### src/rtl/rwcp_pkg.sv
// ----------------------------------------------------------------------------
// rwcp_pkg
// Types, chunk identifiers and helpers shared by the RIFF WAVE chunk parser.
// ----------------------------------------------------------------------------
package rwcp_pkg;

  // Chunk and form identifiers as little-endian 32-bit words
  localparam logic [31:0] ID_RIFF = 32'h4646_4952;
  localparam logic [31:0] ID_WAVE = 32'h4556_4157;
  localparam logic [31:0] ID_FMT  = 32'h2074_6D66;
  localparam logic [31:0] ID_DATA = 32'h6174_6164;
  localparam logic [31:0] ID_LIST = 32'h5453_494C;
  localparam logic [31:0] ID_INFO = 32'h4F46_4E49;
  localparam logic [31:0] ID_IART = 32'h5452_4149;
  localparam logic [31:0] ID_ICOP = 32'h504F_4349;
  localparam logic [31:0] ID_ICRD = 32'h4452_4349;
  localparam logic [31:0] ID_INAM = 32'h4D41_4E49;

  localparam logic [15:0] FMT_CODE_PCM = 16'd1;
  localparam logic [31:0] FMT_MIN_SIZE = 32'd16;
  localparam logic [31:0] LIST_TYPE_SIZE = 32'd4;

  // Result queue depth; must hold the two results one byte can cause
  localparam int unsigned RWCP_RES_DEPTH = 4;

  typedef enum logic [2:0] {
    KIND_PAYLOAD   = 3'd0,
    KIND_FORMAT    = 3'd1,
    KIND_INFO      = 3'd2,
    KIND_DONE      = 3'd3,
    KIND_NOT_RIFF  = 3'd4,
    KIND_NOT_WAVE  = 3'd5,
    KIND_NOT_PCM   = 3'd6,
    KIND_SHORT_FMT = 3'd7
  } kind_e;

  typedef enum logic [2:0] {
    TAG_ARTIST    = 3'd0,
    TAG_COPYRIGHT = 3'd1,
    TAG_DATE      = 3'd2,
    TAG_NAME      = 3'd3,
    TAG_NONE      = 3'd4
  } tag_e;

  typedef enum logic [8:0] {
    PH_RIFF  = 9'b0_0000_0001,
    PH_CHDR  = 9'b0_0000_0010,
    PH_FMT   = 9'b0_0000_0100,
    PH_DATA  = 9'b0_0000_1000,
    PH_SKIP  = 9'b0_0001_0000,
    PH_LTYP  = 9'b0_0010_0000,
    PH_IHDR  = 9'b0_0100_0000,
    PH_IBODY = 9'b0_1000_0000,
    PH_HALT  = 9'b1_0000_0000
  } phase_e;

  typedef struct packed {
    phase_e      phase;
    logic [3:0]  hidx;
    logic [31:0] id_shift;
    logic [31:0] size_shift;
    logic [31:0] chunk_rem;
    logic [31:0] list_rem;
    logic [15:0] fmt_code;
    logic [15:0] fmt_channels;
    logic [31:0] fmt_rate;
    logic [15:0] fmt_bits;
    tag_e        cur_tag;
  } parse_state_t;

  localparam parse_state_t PARSE_RESET = '{
    phase:        PH_RIFF,
    hidx:         4'd0,
    id_shift:     32'd0,
    size_shift:   32'd0,
    chunk_rem:    32'd0,
    list_rem:     32'd0,
    fmt_code:     16'd0,
    fmt_channels: 16'd0,
    fmt_rate:     32'd0,
    fmt_bits:     16'd0,
    cur_tag:      TAG_NONE
  };

  typedef struct packed {
    kind_e       kind;
    logic [7:0]  byte_value;
    logic [1:0]  info_tag;
    logic [15:0] channels;
    logic [31:0] pcm_rate;
    logic [15:0] sample_bits;
    logic        last_of_run;
  } result_t;

  // Push strobes from the parser into the result queue
  typedef struct packed {
    logic first;
    logic second;
  } res_push_t;

  function automatic logic [31:0] shift_in(logic [31:0] w, logic [7:0] b);
    return {b, w[31:8]};
  endfunction

  // Sizes with the top bit set count as zero
  function automatic logic [31:0] fix_size(logic [31:0] s);
    return s[31] ? 32'd0 : s;
  endfunction

  function automatic result_t make_result(kind_e k, logic [7:0] b, tag_e tg,
                                          logic [15:0] ch, logic [31:0] rate,
                                          logic [15:0] bits);
    result_t r;
    r             = '0;
    r.kind        = k;
    r.byte_value  = (k == KIND_PAYLOAD || k == KIND_INFO) ? b : 8'd0;
    r.info_tag    = (k == KIND_INFO) ? tg[1:0] : 2'd0;
    r.channels    = (k == KIND_FORMAT) ? ch : 16'd0;
    r.pcm_rate    = (k == KIND_FORMAT) ? rate : 32'd0;
    r.sample_bits = (k == KIND_FORMAT) ? bits : 16'd0;
    r.last_of_run = 1'b0;
    return r;
  endfunction

endpackage

### src/rtl/rwcp_parser.sv
// ----------------------------------------------------------------------------
// rwcp_parser
// Input word register and the per-byte chunk walker. One registered byte is
// consumed per cycle whenever the result queue has room for two results.
// ----------------------------------------------------------------------------
module rwcp_parser import rwcp_pkg::*; (
  input  logic       clk_i,
  input  logic       rst_ni,
  input  logic       in_valid_i,
  output logic       in_stall_o,
  input  logic [7:0] data_byte_i,
  input  logic       first_byte_i,
  input  logic       last_byte_i,
  input  logic       room_i,
  output res_push_t  push_o,
  output result_t    res0_o,
  output result_t    res1_o
);

  logic         vld_q;
  logic [7:0]   byte_q;
  logic         first_q;
  logic         last_q;
  logic         take;
  parse_state_t st_q, st_d;
  logic         r0_v, r1_v;
  result_t      r0, r1;

  assign take       = vld_q && room_i;
  assign in_stall_o = vld_q && !room_i;

  always_ff @(posedge clk_i or negedge rst_ni) begin
    if (!rst_ni) begin
      vld_q <= 1'b0;
    end else if (!in_stall_o) begin
      vld_q <= in_valid_i;
    end
  end

  always_ff @(posedge clk_i) begin
    if (!in_stall_o) begin
      byte_q  <= data_byte_i;
      first_q <= first_byte_i;
      last_q  <= last_byte_i;
    end
  end

  always_ff @(posedge clk_i or negedge rst_ni) begin
    if (!rst_ni) begin
      st_q <= PARSE_RESET;
    end else if (take) begin
      st_q <= st_d;
    end
  end

  always_comb begin
    parse_state_t s;
    logic [3:0]   idx;
    logic [31:0]  size;
    s    = first_q ? PARSE_RESET : st_q;
    idx  = s.hidx;
    size = 32'd0;
    r0_v = 1'b0;
    r1_v = 1'b0;
    r0   = '0;
    r1   = '0;

    unique case (s.phase)
      PH_RIFF: begin
        if (idx >= 4'd4 && idx < 4'd8) s.size_shift = shift_in(s.size_shift, byte_q);
        else                           s.id_shift   = shift_in(s.id_shift, byte_q);
        s.hidx = idx + 4'd1;
        if (idx == 4'd3 && s.id_shift != ID_RIFF) begin
          r0_v = 1'b1;
          r0   = make_result(KIND_NOT_RIFF, 8'd0, TAG_NONE, 16'd0, 32'd0, 16'd0);
          s.phase = PH_HALT;
        end else if (idx == 4'd11) begin
          if (s.id_shift != ID_WAVE) begin
            r0_v = 1'b1;
            r0   = make_result(KIND_NOT_WAVE, 8'd0, TAG_NONE, 16'd0, 32'd0, 16'd0);
            s.phase = PH_HALT;
          end else begin
            s.phase = PH_CHDR;
            s.hidx  = 4'd0;
          end
        end else if (last_q) begin
          // image ends inside the RIFF header
          r0_v = 1'b1;
          r0   = make_result((idx < 4'd3) ? KIND_NOT_RIFF : KIND_NOT_WAVE, 8'd0,
                             TAG_NONE, 16'd0, 32'd0, 16'd0);
          s.phase = PH_HALT;
        end
      end
      PH_CHDR: begin
        if (idx < 4'd4) s.id_shift   = shift_in(s.id_shift, byte_q);
        else            s.size_shift = shift_in(s.size_shift, byte_q);
        s.hidx = idx + 4'd1;
        if (idx >= 4'd7) begin
          size   = fix_size(s.size_shift);
          s.hidx = 4'd0;
          if (s.id_shift == ID_FMT) begin
            if (size < FMT_MIN_SIZE) begin
              r0_v = 1'b1;
              r0   = make_result(KIND_SHORT_FMT, 8'd0, TAG_NONE, 16'd0, 32'd0, 16'd0);
              s.phase = PH_HALT;
            end else begin
              s.chunk_rem = size - FMT_MIN_SIZE;
              s.phase     = PH_FMT;
            end
          end else if (s.id_shift == ID_LIST) begin
            s.list_rem = (size >= LIST_TYPE_SIZE) ? size - LIST_TYPE_SIZE : 32'd0;
            s.phase    = PH_LTYP;
          end else begin
            s.chunk_rem = size;
            if (size == 32'd0)              s.phase = PH_CHDR;
            else if (s.id_shift == ID_DATA) s.phase = PH_DATA;
            else                            s.phase = PH_SKIP;
          end
        end
      end
      PH_FMT: begin
        case (idx)
          4'd0:  s.fmt_code     = {8'd0, byte_q};
          4'd1:  s.fmt_code     = s.fmt_code | {byte_q, 8'd0};
          4'd2:  s.fmt_channels = {8'd0, byte_q};
          4'd3:  s.fmt_channels = s.fmt_channels | {byte_q, 8'd0};
          4'd4:  s.fmt_rate     = {24'd0, byte_q};
          4'd5:  s.fmt_rate     = s.fmt_rate | {16'd0, byte_q, 8'd0};
          4'd6:  s.fmt_rate     = s.fmt_rate | {8'd0, byte_q, 16'd0};
          4'd7:  s.fmt_rate     = s.fmt_rate | {byte_q, 24'd0};
          4'd14: s.fmt_bits     = {8'd0, byte_q};
          4'd15: s.fmt_bits     = s.fmt_bits | {byte_q, 8'd0};
          default: ;
        endcase
        s.hidx = idx + 4'd1;
        if (idx == 4'd1 && s.fmt_code != FMT_CODE_PCM) begin
          r0_v = 1'b1;
          r0   = make_result(KIND_NOT_PCM, 8'd0, TAG_NONE, 16'd0, 32'd0, 16'd0);
          s.phase = PH_HALT;
        end else if (idx == 4'd15) begin
          r0_v = 1'b1;
          r0   = make_result(KIND_FORMAT, 8'd0, TAG_NONE, s.fmt_channels, s.fmt_rate,
                             s.fmt_bits);
          s.hidx  = 4'd0;
          s.phase = (s.chunk_rem != 32'd0) ? PH_SKIP : PH_CHDR;
        end
      end
      PH_DATA, PH_SKIP: begin
        if (s.phase == PH_DATA) begin
          r0_v = 1'b1;
          r0   = make_result(KIND_PAYLOAD, byte_q, TAG_NONE, 16'd0, 32'd0, 16'd0);
        end
        if (s.chunk_rem != 32'd0) s.chunk_rem = s.chunk_rem - 32'd1;
        if (s.chunk_rem == 32'd0) begin
          s.phase = PH_CHDR;
          s.hidx  = 4'd0;
        end
      end
      PH_LTYP: begin
        s.id_shift = shift_in(s.id_shift, byte_q);
        s.hidx     = idx + 4'd1;
        if (idx >= 4'd3) begin
          s.hidx = 4'd0;
          if (s.list_rem == 32'd0) begin
            s.phase = PH_CHDR;
          end else if (s.id_shift == ID_INFO) begin
            s.phase = PH_IHDR;
          end else begin
            s.chunk_rem = s.list_rem;
            s.phase     = PH_SKIP;
          end
        end
      end
      PH_IHDR: begin
        if (idx < 4'd4) s.id_shift   = shift_in(s.id_shift, byte_q);
        else            s.size_shift = shift_in(s.size_shift, byte_q);
        s.hidx = idx + 4'd1;
        if (s.list_rem != 32'd0) s.list_rem = s.list_rem - 32'd1;
        if (idx >= 4'd7) begin
          s.hidx = 4'd0;
          size   = fix_size(s.size_shift);
          if (s.id_shift == ID_IART)      s.cur_tag = TAG_ARTIST;
          else if (s.id_shift == ID_ICOP) s.cur_tag = TAG_COPYRIGHT;
          else if (s.id_shift == ID_ICRD) s.cur_tag = TAG_DATE;
          else if (s.id_shift == ID_INAM) s.cur_tag = TAG_NAME;
          else                            s.cur_tag = TAG_NONE;
          s.chunk_rem = size;
          s.phase     = (size != 32'd0) ? PH_IBODY : PH_IHDR;
        end
        // LIST used up: back to top-level chunk headers
        if (s.list_rem == 32'd0) begin
          s.phase = PH_CHDR;
          s.hidx  = 4'd0;
        end
      end
      PH_IBODY: begin
        if (s.cur_tag != TAG_NONE) begin
          r0_v = 1'b1;
          r0   = make_result(KIND_INFO, byte_q, s.cur_tag, 16'd0, 32'd0, 16'd0);
        end
        if (s.list_rem != 32'd0)  s.list_rem  = s.list_rem - 32'd1;
        if (s.chunk_rem != 32'd0) s.chunk_rem = s.chunk_rem - 32'd1;
        if (s.chunk_rem == 32'd0) begin
          s.phase = PH_IHDR;
          s.hidx  = 4'd0;
        end
        if (s.list_rem == 32'd0) begin
          s.phase = PH_CHDR;
          s.hidx  = 4'd0;
        end
      end
      default: ;
    endcase

    if (last_q && s.phase != PH_HALT) begin
      if (r0_v) begin
        r1_v = 1'b1;
        r1   = make_result(KIND_DONE, 8'd0, TAG_NONE, 16'd0, 32'd0, 16'd0);
      end else begin
        r0_v = 1'b1;
        r0   = make_result(KIND_DONE, 8'd0, TAG_NONE, 16'd0, 32'd0, 16'd0);
      end
      s.phase = PH_HALT;
    end
    // mark the final result of this byte
    if (r1_v)      r1.last_of_run = 1'b1;
    else if (r0_v) r0.last_of_run = 1'b1;

    st_d = s;
  end

  assign push_o.first  = take && r0_v;
  assign push_o.second = take && r1_v;
  assign res0_o        = r0;
  assign res1_o        = r1;

  // Only the end-of-image word can follow another result of the same byte
  a_second_is_done: assert property (@(posedge clk_i) disable iff (!rst_ni)
    push_o.second |-> (res1_o.kind == KIND_DONE && res0_o.last_of_run == 1'b0))
    else $error("second result of a byte is not done");

  // Once halted, bytes without a restart give nothing
  a_halt_silent: assert property (@(posedge clk_i) disable iff (!rst_ni)
    (take && !first_q && st_q.phase == PH_HALT) |-> !push_o.first)
    else $error("result produced while halted");

  // A consumed final byte always leaves the walker halted
  a_last_halts: assert property (@(posedge clk_i) disable iff (!rst_ni)
    (take && last_q) |=> st_q.phase == PH_HALT)
    else $error("final byte did not halt parsing");

endmodule

### src/rtl/rwcp_res_queue.sv
// ----------------------------------------------------------------------------
// rwcp_res_queue
// Result queue: takes up to two results a cycle, hands out one a cycle while the output does not stall.
// ----------------------------------------------------------------------------
module rwcp_res_queue import rwcp_pkg::*; #(
  parameter int unsigned Depth = RWCP_RES_DEPTH
) (
  input  logic      clk_i,
  input  logic      rst_ni,
  input  res_push_t push_i,
  input  result_t   res0_i,
  input  result_t   res1_i,
  output logic      room_o,
  output logic      out_valid_o,
  input  logic      out_stall_i,
  output result_t   head_o
);

  localparam int unsigned AW = (Depth > 1) ? $clog2(Depth) : 1;
  localparam int unsigned CW = $clog2(Depth + 1);

  result_t        mem_q [Depth];
  logic [AW-1:0]  wr_q, rd_q, wr_nx, wr_nx2, rd_nx;
  logic [CW-1:0]  cnt_q;
  logic           pop;
  logic [1:0]     push_n;

  function automatic logic [AW-1:0] bump(logic [AW-1:0] p);
    return (p == AW'(Depth - 1)) ? '0 : p + AW'(1);
  endfunction

  assign wr_nx  = bump(wr_q);
  assign wr_nx2 = bump(wr_nx);
  assign rd_nx  = bump(rd_q);
  assign pop    = out_valid_o && !out_stall_i;
  assign push_n = {1'b0, push_i.first} + {1'b0, push_i.second};

  assign room_o      = cnt_q <= CW'(Depth - 2);
  assign out_valid_o = cnt_q != '0;
  assign head_o      = mem_q[rd_q];

  always_ff @(posedge clk_i) begin
    if (push_i.first)  mem_q[wr_q]  <= res0_i;
    if (push_i.second) mem_q[wr_nx] <= res1_i;
  end

  always_ff @(posedge clk_i or negedge rst_ni) begin
    if (!rst_ni) begin
      wr_q  <= '0;
      rd_q  <= '0;
      cnt_q <= '0;
    end else begin
      if (push_i.second)     wr_q <= wr_nx2;
      else if (push_i.first) wr_q <= wr_nx;
      if (pop) rd_q <= rd_nx;
      cnt_q <= cnt_q + CW'(push_n) - CW'(pop);
    end
  end

  a_no_overflow: assert property (@(posedge clk_i) disable iff (!rst_ni)
    push_i.first |-> cnt_q <= CW'(Depth - 2))
    else $error("result pushed without room");

  a_second_needs_first: assert property (@(posedge clk_i) disable iff (!rst_ni)
    push_i.second |-> push_i.first)
    else $error("second result pushed alone");

  a_drain: assert property (@(posedge clk_i) disable iff (!rst_ni)
    (pop && !push_i.first) |=> cnt_q == $past(cnt_q) - CW'(1))
    else $error("queue count did not drop on pop");

endmodule

### src/rtl/riff_wave_chunk_parser_top.sv
// Path: an accepted byte is held in the input register and parsed from there;
// its results are written to the result queue and offered from its head.
// Throughput: one byte per cycle while the result queue has room; a byte that
// causes two results hands them out one after the other through the single read port of the result queue.
// Reset: rst_ni is asynchronous; the parser restarts at the RIFF header and
// the input register and result queue come up empty.
// ----------------------------------------------------------------------------
// riff_wave_chunk_parser_top
// Byte-wide RIFF WAVE chunk parser: header checks, PCM format report, data
// bytes and tagged INFO text bytes.
// ----------------------------------------------------------------------------
module riff_wave_chunk_parser_top import rwcp_pkg::*; #(
  parameter int unsigned ResDepth = RWCP_RES_DEPTH
) (
  input  logic        clk_i,
  input  logic        rst_ni,
  input  logic        in_valid_i,
  output logic        in_stall_o,
  input  logic [7:0]  data_byte_i,
  input  logic        first_byte_i,
  input  logic        last_byte_i,
  output logic        out_valid_o,
  input  logic        out_stall_i,
  output logic [2:0]  kind_o,
  output logic [7:0]  byte_value_o,
  output logic [1:0]  info_tag_o,
  output logic [15:0] channels_o,
  output logic [31:0] pcm_rate_o,
  output logic [15:0] sample_bits_o,
  output logic        last_of_run_o
);

  res_push_t push;
  result_t   res0, res1, head;
  logic      room;

  rwcp_parser u_parser (
    .clk_i        (clk_i),
    .rst_ni       (rst_ni),
    .in_valid_i   (in_valid_i),
    .in_stall_o   (in_stall_o),
    .data_byte_i  (data_byte_i),
    .first_byte_i (first_byte_i),
    .last_byte_i  (last_byte_i),
    .room_i       (room),
    .push_o       (push),
    .res0_o       (res0),
    .res1_o       (res1)
  );

  rwcp_res_queue #(
    .Depth (ResDepth)
  ) u_queue (
    .clk_i       (clk_i),
    .rst_ni      (rst_ni),
    .push_i      (push),
    .res0_i      (res0),
    .res1_i      (res1),
    .room_o      (room),
    .out_valid_o (out_valid_o),
    .out_stall_i (out_stall_i),
    .head_o      (head)
  );

  assign kind_o        = head.kind;
  assign byte_value_o  = head.byte_value;
  assign info_tag_o    = head.info_tag;
  assign channels_o    = head.channels;
  assign pcm_rate_o    = head.pcm_rate;
  assign sample_bits_o = head.sample_bits;
  assign last_of_run_o = head.last_of_run;

endmodule

### config.mk
export PLATFORM = sky130hd
export DESIGN_NAME = riff_wave_chunk_parser_top
export DESIGN_NICKNAME = d
export VERILOG_FILES = /design/src/rtl/rwcp_pkg.sv /design/src/rtl/rwcp_parser.sv /design/src/rtl/rwcp_res_queue.sv /design/src/rtl/riff_wave_chunk_parser_top.sv
export SDC_FILE = /design/constraint.sdc
export NUM_CORES = 2
export LEC_CHECK = 0
export BUFFER_PORTS_ARGS = -buffer_cell sky130_fd_sc_hd__buf_2
export CAP_MARGIN = 40
export CELL_PAD_IN_SITES_DETAIL_PLACEMENT = 1
export CELL_PAD_IN_SITES_GLOBAL_PLACEMENT = 1
export CORE_UTILIZATION = 40
export DETAILED_ROUTE_END_ITERATION = 8
export GPL_TIMING_DRIVEN = 0
export PLACE_DENSITY_LB_ADDON = 0.05
export SYNTH_ARGS = -nofsm -noshare
export SYNTH_HDL_FRONTEND = slang
export SYNTH_SLANG_ARGS = --single-unit
export TNS_END_PERCENT = 30
### constraint.sdc
create_clock -name clk_i -period 13.15 [get_ports clk_i]
set_clock_uncertainty 0.1 [all_clocks]
set_input_delay 2.63 -clock clk_i [delete_from_list [all_inputs] [get_ports clk_i]]
set_output_delay 2.63 -clock clk_i [all_outputs]
set_load 0.02 [all_outputs]
; ---- Word-level counts from Yosys, hierarchy flattened
; Memory sizes are Yosys's and may differ from the RTL's.
; Cells that the tools add are included.
[word_totals]
ff_bits = 242
ramBits = 312
input_bits = 14
output_inout_bits = 80
elab_cells = 220
memories = 1
[op_classes]
add_sub_neg = 11
magnitude_cmp = 9
eq_ne = 34
n_mux = 117
bitwise_logic = 6
reduce_logical = 24
[mem_list]
columns = name, depth, width, read_ports, rd_ports_with_merged_regs, wr, line_no
row1 = u_queue.mem_q, 4, 78, 1, 0, 2, rwcp_res_queue.sv:22  ; result_t mem_q [Depth];
[op_table]
columns = cell, n
row1 = 78-bit two-way mux, 11
row2 = 32-bit two-way mux, 25
row3 = 78-bit one-hot mux with 5 select lines, 1
row4 = 32-bit one-hot mux with 4 select lines, 2
row5 = "32-bit by 31-bit equality test with 1-bit output, second input constant", 7
row6 = 224-bit two-way mux, 1
row7 = 32-bit logical NOT, 6
row8 = 32-bit one-hot mux with 3 select lines, 2
row9 = 32-bit one-hot mux with 5 select lines, 1
row10 = 77-bit two-way mux, 2
row11 = 13-bit two-way mux, 8
row12 = 16-bit one-hot mux with 2 select lines, 3
row13 = 32-bit nonzero test, 3
row14 = 13-bit one-hot mux with 7 select lines, 1
row15 = 9-bit two-way mux, 9
row16 = 80-bit two-way mux, 1
row17 = 76-bit two-way mux, 1
row18 = 75-bit two-way mux, 1
row19 = 64-bit two-way mux, 1
row20 = "32-bit by 31-bit inequality test with 1-bit output, second input constant", 2
row21 = "32-bit by 1-bit subtractor with 32-bit output, second input constant", 2
row22 = 31-bit two-way mux, 2
row23 = 16-bit bitwise OR, 3
row24 = "32-bit by 30-bit equality test with 1-bit output, second input constant", 1
row25 = 49 further kinds, 105

; ---- Longest topological paths before layout
[depth]
depth_word = 18
ltp_mapped = 33
depth_no_buf = 24

; ---- Cells and area by module
; From an unflattened synthesis, not the netlist that was laid out.
[hier_totals]
hier_cells = 3547
hier_area_um2 = 36490.0
[by_module_without_submodules]
columns = module, n_inst, cells_per_inst, area_per_inst_um2, seq_area_each_um2
row1 = rwcp_parser, 1, 2740, 20820.0, 5933.2
row2 = rwcp_res_queue, 1, 807, 15670.0, 9544.2

; ---- Worst setup path after synthesis
; OpenSTA, ideal clock, no wires.
[synth_timing]
path_kind = register -> register
start = register u_parser.first_q
end = register u_queue.cnt_q[2]
setup_ns = 0.123
arrival_time_ns = 8.015
required_time_ns = 12.927
slack_ns = 4.913
path_stages_with_launch = 33
path_buffers = 9
period_less_slack_ns = 8.237
cell_sequence = edfxtp_1 -> clkbuf_1 -> clkbuf_1 -> clkbuf_1 -> clkbuf_1 -> buf_1 -> buf_1 -> clkbuf_1 -> clkbuf_1 -> nor2b_1 -> inv_1 -> ha_1 -> clkbuf_1 -> or4b_2 -> a21oi_1 -> o21ai_1 -> nor4_1 -> mux2_1 -> nor3_1 -> nand3_1 -> nor2_2 -> a221o_1 -> a221oi_1 -> a41oi_2 -> inv_1 -> ha_1 -> nor2_1 -> inv_1 -> ha_1 -> inv_1 -> fa_1 -> fa_1 -> xnor2_1
[synth_via]
elab_chain_len = 18
word_cells_on_any_way = 105
cone_classes = 5 x add/sub / 6 x order compare / 21 x eq/ne / 55 x mux / 1 x bitwise / 17 x reduce/logical
[synth_rtl]
columns = element, line_no
row1 = "start, declared", rwcp_parser.sv:22  ; logic first_q;
row2 = "start signal, assigned", rwcp_parser.sv:43  ; first_q <= first_byte_i;
row3 = 224-bit two-way mux (*), rwcp_parser.sv:60  ; s = first_q ? PARSE_RESET : st_q;
row4 = branches (longest 14 deep; another with 32-bit by 5-bit less-than comparator with 1-bit output), n/a
row5 = 1-bit by 1-bit adder with 2-bit output (*), rwcp_res_queue.sv:36  ; assign push_n = {1'b0, push_i.first} + {1'b0, push_i.second};
row6 = 3-bit by 2-bit adder with 3-bit output (*), rwcp_res_queue.sv:56  ; cnt_q <= cnt_q + CW'(push_n) - CW'(pop);
row7 = 3-bit by 1-bit subtractor with 3-bit output (*), rwcp_res_queue.sv:56
row8 = "end signal, assigned", rwcp_res_queue.sv:56
row9 = "end, declared", rwcp_res_queue.sv:24  ; logic [CW-1:0] cnt_q;
; Every way passes the cells marked *. The select of a mux whose other input is x is not followed.
; A chain may end at the register's enable or synchronous reset.

==> impl_metrics.json <==
{
  "grt_overflow": 0,
  "cts_tree": "done",
  "grt_pass1_vias": 34200,
  "place_inst": 5123,
  "rows": 103,
  "worst_pin_slew_ns": 1.05,
  "synthesis.nets": 3927,
  "seq_area_frac_synth_pct": 38.8,
  "crit_required_ns": 13.62,
  "dr.pass1.iters": 6,
  "slowest_delay_ns": 0.84,
  "path_class": "reg -> reg",
  "initial_core_util_pct": 40.6,
  "cp_max_fo": 10,
  "netlist_area_sq_mm": 0.0322,
  "synth_most_common_cell": "nand2_1",
  "r2r-start": "u_parser.first_q",
  "fillCellCount": 9486,
  "viasPerCell": 6.58,
  "coreArea_sq_mm": 0.0793,
  "clock_sinks": 554,
  "outcome": "completed",
  "syn_inst": 3889,
  "cts_buffer_depth": 3,
  "p_per_area_mw_per_mm2": 231,
  "clock_latency_ns": 0.64,
  "syn_area_per_cell_sq_um": 8.28,
  "hp-start": "u_queue.mem_q[3][73]",
  "fin_hold_ws_ns": 0.351,
  "port_buffers": 93,
  "crit_buf_inv": 15,
  "cp-startpoint": "u_parser.first_q",
  "pre_cts_ws_ns": 0.962,
  "setup_viol": 0,
  "min_period_ns": 12.73,
  "maxCapViolCount": 0,
  "synth-async-reset-ratio_pct": 41.9,
  "avgRoutedWirePerCell_um": 31.8,
  "final_nets": 4180,
  "synthTopCellsByArea": "dfxtp_1 (19%), dfrtp_1 (18%), nand2_1 (8.6%), a22o_1 (6.2%), a21oi_1 (5.8%)",
  "critPathSlowestCell": "nor3_1",
  "antenna_found_initial": 9,
  "grt_pass1_wl_um": 241000,
  "cts_hold_buf": 0,
  "drt-total-wl_um": 167000,
  "die_y_um": 286,
  "post-route-util_pct": 47.0,
  "timing.final.max_slew_violations": 0,
  "yosysTopAreaCell": "dfxtp_1",
  "grt_max_degree": 110,
  "fmax_ghz": 0.0785,
  "cts_buffers": 67,
  "route.detailed.drc": 0,
  "final.period_utilization_pct": 96.8,
  "r2r_slack_ns": 0.42,
  "cpMostUsedCell": "clkbuf_1",
  "path_clk_slew_ns": 0.06,
  "whs_path_depth": 2,
  "synth_cell_types": 100,
  "cp.depth": 33,
  "ctsHtreeMaxLevel": 3,
  "initialDrtViolationCount": 3734,
  "cts.repair.resized": 0,
  "die_w_um": 286,
  "drive_gt1_share_pct": 10.6,
  "io_pins": 94,
  "netlist.area_leader.share_pct": 18.7,
  "ff2ff_path_depth": 33,
  "fin_ws_ns": 0.419,
  "gp_congestion": 1.07,
  "cp-start-kind": "flop",
  "whs_endpoint": "u_queue.mem_q[3][73]",
  "ys_top_cells_by_count": "nand2_1 (737), a21oi_1 (370), dfxtp_1 (300)",
  "cp_top_family": "buffers and inverters",
  "antenna_left": 0,
  "fin_cells": 5246,
  "p_leak_uw": 0.0143,
  "arrival_ns": 13.20,
  "postCtsSetupBuffers": 0,
  "ys_seq_elements": 554,
  "dieArea_sq_mm": 0.0816,
  "rsz0062_at_grt": "no",
  "clock-root-buffer": "clkbuf_16",
  "vdd_ir_drop_max_v": 0.000147,
  "hpwl_um": 126000,
  "r2r-end": "u_queue.mem_q[3][63]",
  "synth_edf_count": 22,
  "crit_path_end_kind": "flop",
  "vias": 34500,
  "yosysWarnings": 0,
  "slew_headroom_pct": 29.8,
  "hp-class": "reg -> reg",
  "gr-usage-all-layers_pct": 40.0,
  "area_growth_pct": 15.8,
  "synthFlopType": "dfxtp_1",
  "hold_viol": 0
}
per-stage QoR:
| stage | total power, uW | setup TNS [ns] | area (sq um) |
|---|---|---|---|
| 4_1_cts | 8460 | 0 | 37300 |
| 6_report | 8620 | 0 | 37300 |
| 3_3_place_gp | 6290 | -720.40 | 34000 |
| 5_1_grt | 8860 | 0 | 37300 |
| 3_5_place_dp | 6560 | 0 | 35100 |
| 2_1_floorplan | 4510 | 0 | 32200 |
state kept, by name, summed over array words and instances (netlist names):
name              count
u_queue.mem_q       312
u_parser.st_q       224
u_parser.byte_q       8
u_queue.cnt_q         3
u_queue.rd_q          2
u_queue.wr_q          2
u_parser.first_q      1
u_parser.last_q       1
u_parser.vld_q        1
worst max-delay path by stage:
stage	to	slack [ns]
2_1_floorplan	u_queue.cnt_q[2]	4.91
3_5_place_dp	u_queue.mem_q[3][62]	0.96
5_1_grt	u_queue.mem_q[1][57]	0.27
6_report	u_queue.mem_q[3][63]	0.42
4_1_cts	u_queue.mem_q[3][63]	0.91
3_3_place_gp	u_queue.mem_q[0][38]	-2.87
placed cells by master (no fill, tap or decap), types with 28 or more instances in the layout:
| cell type | Yosys | final |
|---|---|---|
| clkbuf_16 | 0 | 69 |
| a22o_1 | 227 | 227 |
| clkbuf_1 | 280 | 296 |
| buf_8 | 0 | 30 |
| dfxtp_1 | 300 | 300 |
| inv_1 | 51 | 51 |
| o21ai_0 | 197 | 197 |
| nor2_1 | 283 | 283 |
| a21oi_1 | 370 | 370 |
| mux2i_1 | 39 | 39 |
| mux4_2 | 78 | 78 |
| and2_1 | 28 | 28 |
| nand2_1 | 737 | 737 |
| buf_2 | 7 | 113 |
| nor4_1 | 61 | 59 |
| buf_1 | 48 | 49 |
| nand3_1 | 58 | 58 |
| a22oi_1 | 83 | 83 |
| o21ai_1 | 36 | 36 |
| a31oi_1 | 32 | 32 |
| nor3_1 | 93 | 92 |
| xnor2_1 | 39 | 39 |
| dfrtp_1 | 230 | 230 |
| buf_6 | 2 | 33 |
| nor2b_1 | 28 | 28 |
final cells by class:
type	count	area [sq um]	area share, %
antenna	4	10.0	0.0269
buffer	337	1290	3.46
clock buffer	98	1970	5.27
sequential	554	12500	33.5
inverter	52	195	0.524
multi-input combinational	2946	18300	49.1
tap	1050	1310	3.52
clock inverter	21	226	0.608
timing repair buffer	184	1510	4.04
worst reg2reg max path: cells and delay by family, from the launching register on:
family / cells / cell delay [ns]
fa+ha+maj: 2 / 0.34
compound gates: 5 / 1.18
buf+inv: 15 / 5.38
simple gates: 11 / 5.05
flops: 1 / 0.63
report_power, final:
part	total [uW]	internal, uW	switching (uW)
Sequential	2060	1850	215
Clock	1880	1070	817
Combinational	4670	1340	3340
Total	8620	4250	4370
routing by layer:
metal | up-vias | part of all wire (%) | global-route usage, %
met1 | 17500 | 40 | 51.1
met3 | 529 | 8.5 | 7.81
met5 | - | 0.0066 | 0
li1 | 14800 | - | -
met2 | 1783 | 45 | 63.2
met4 | 2 | 6.7 | 22.8
cells by family after synthesis:
family / count (synthesis) / synth area share [%]
XOR/XNOR: 65 / 1.77
buffers and inverters: 389 / 4.61
AO/OA/AOI/OAI: 1210 / 25.0
adder cells (fa/ha/maj): 24 / 0.979
multiplexers: 128 / 7.05
flip-flops: 554 / 38.8
AND/OR/NAND/NOR: 1519 / 21.8
Note: power is estimated with default switching activity, not from simulation.
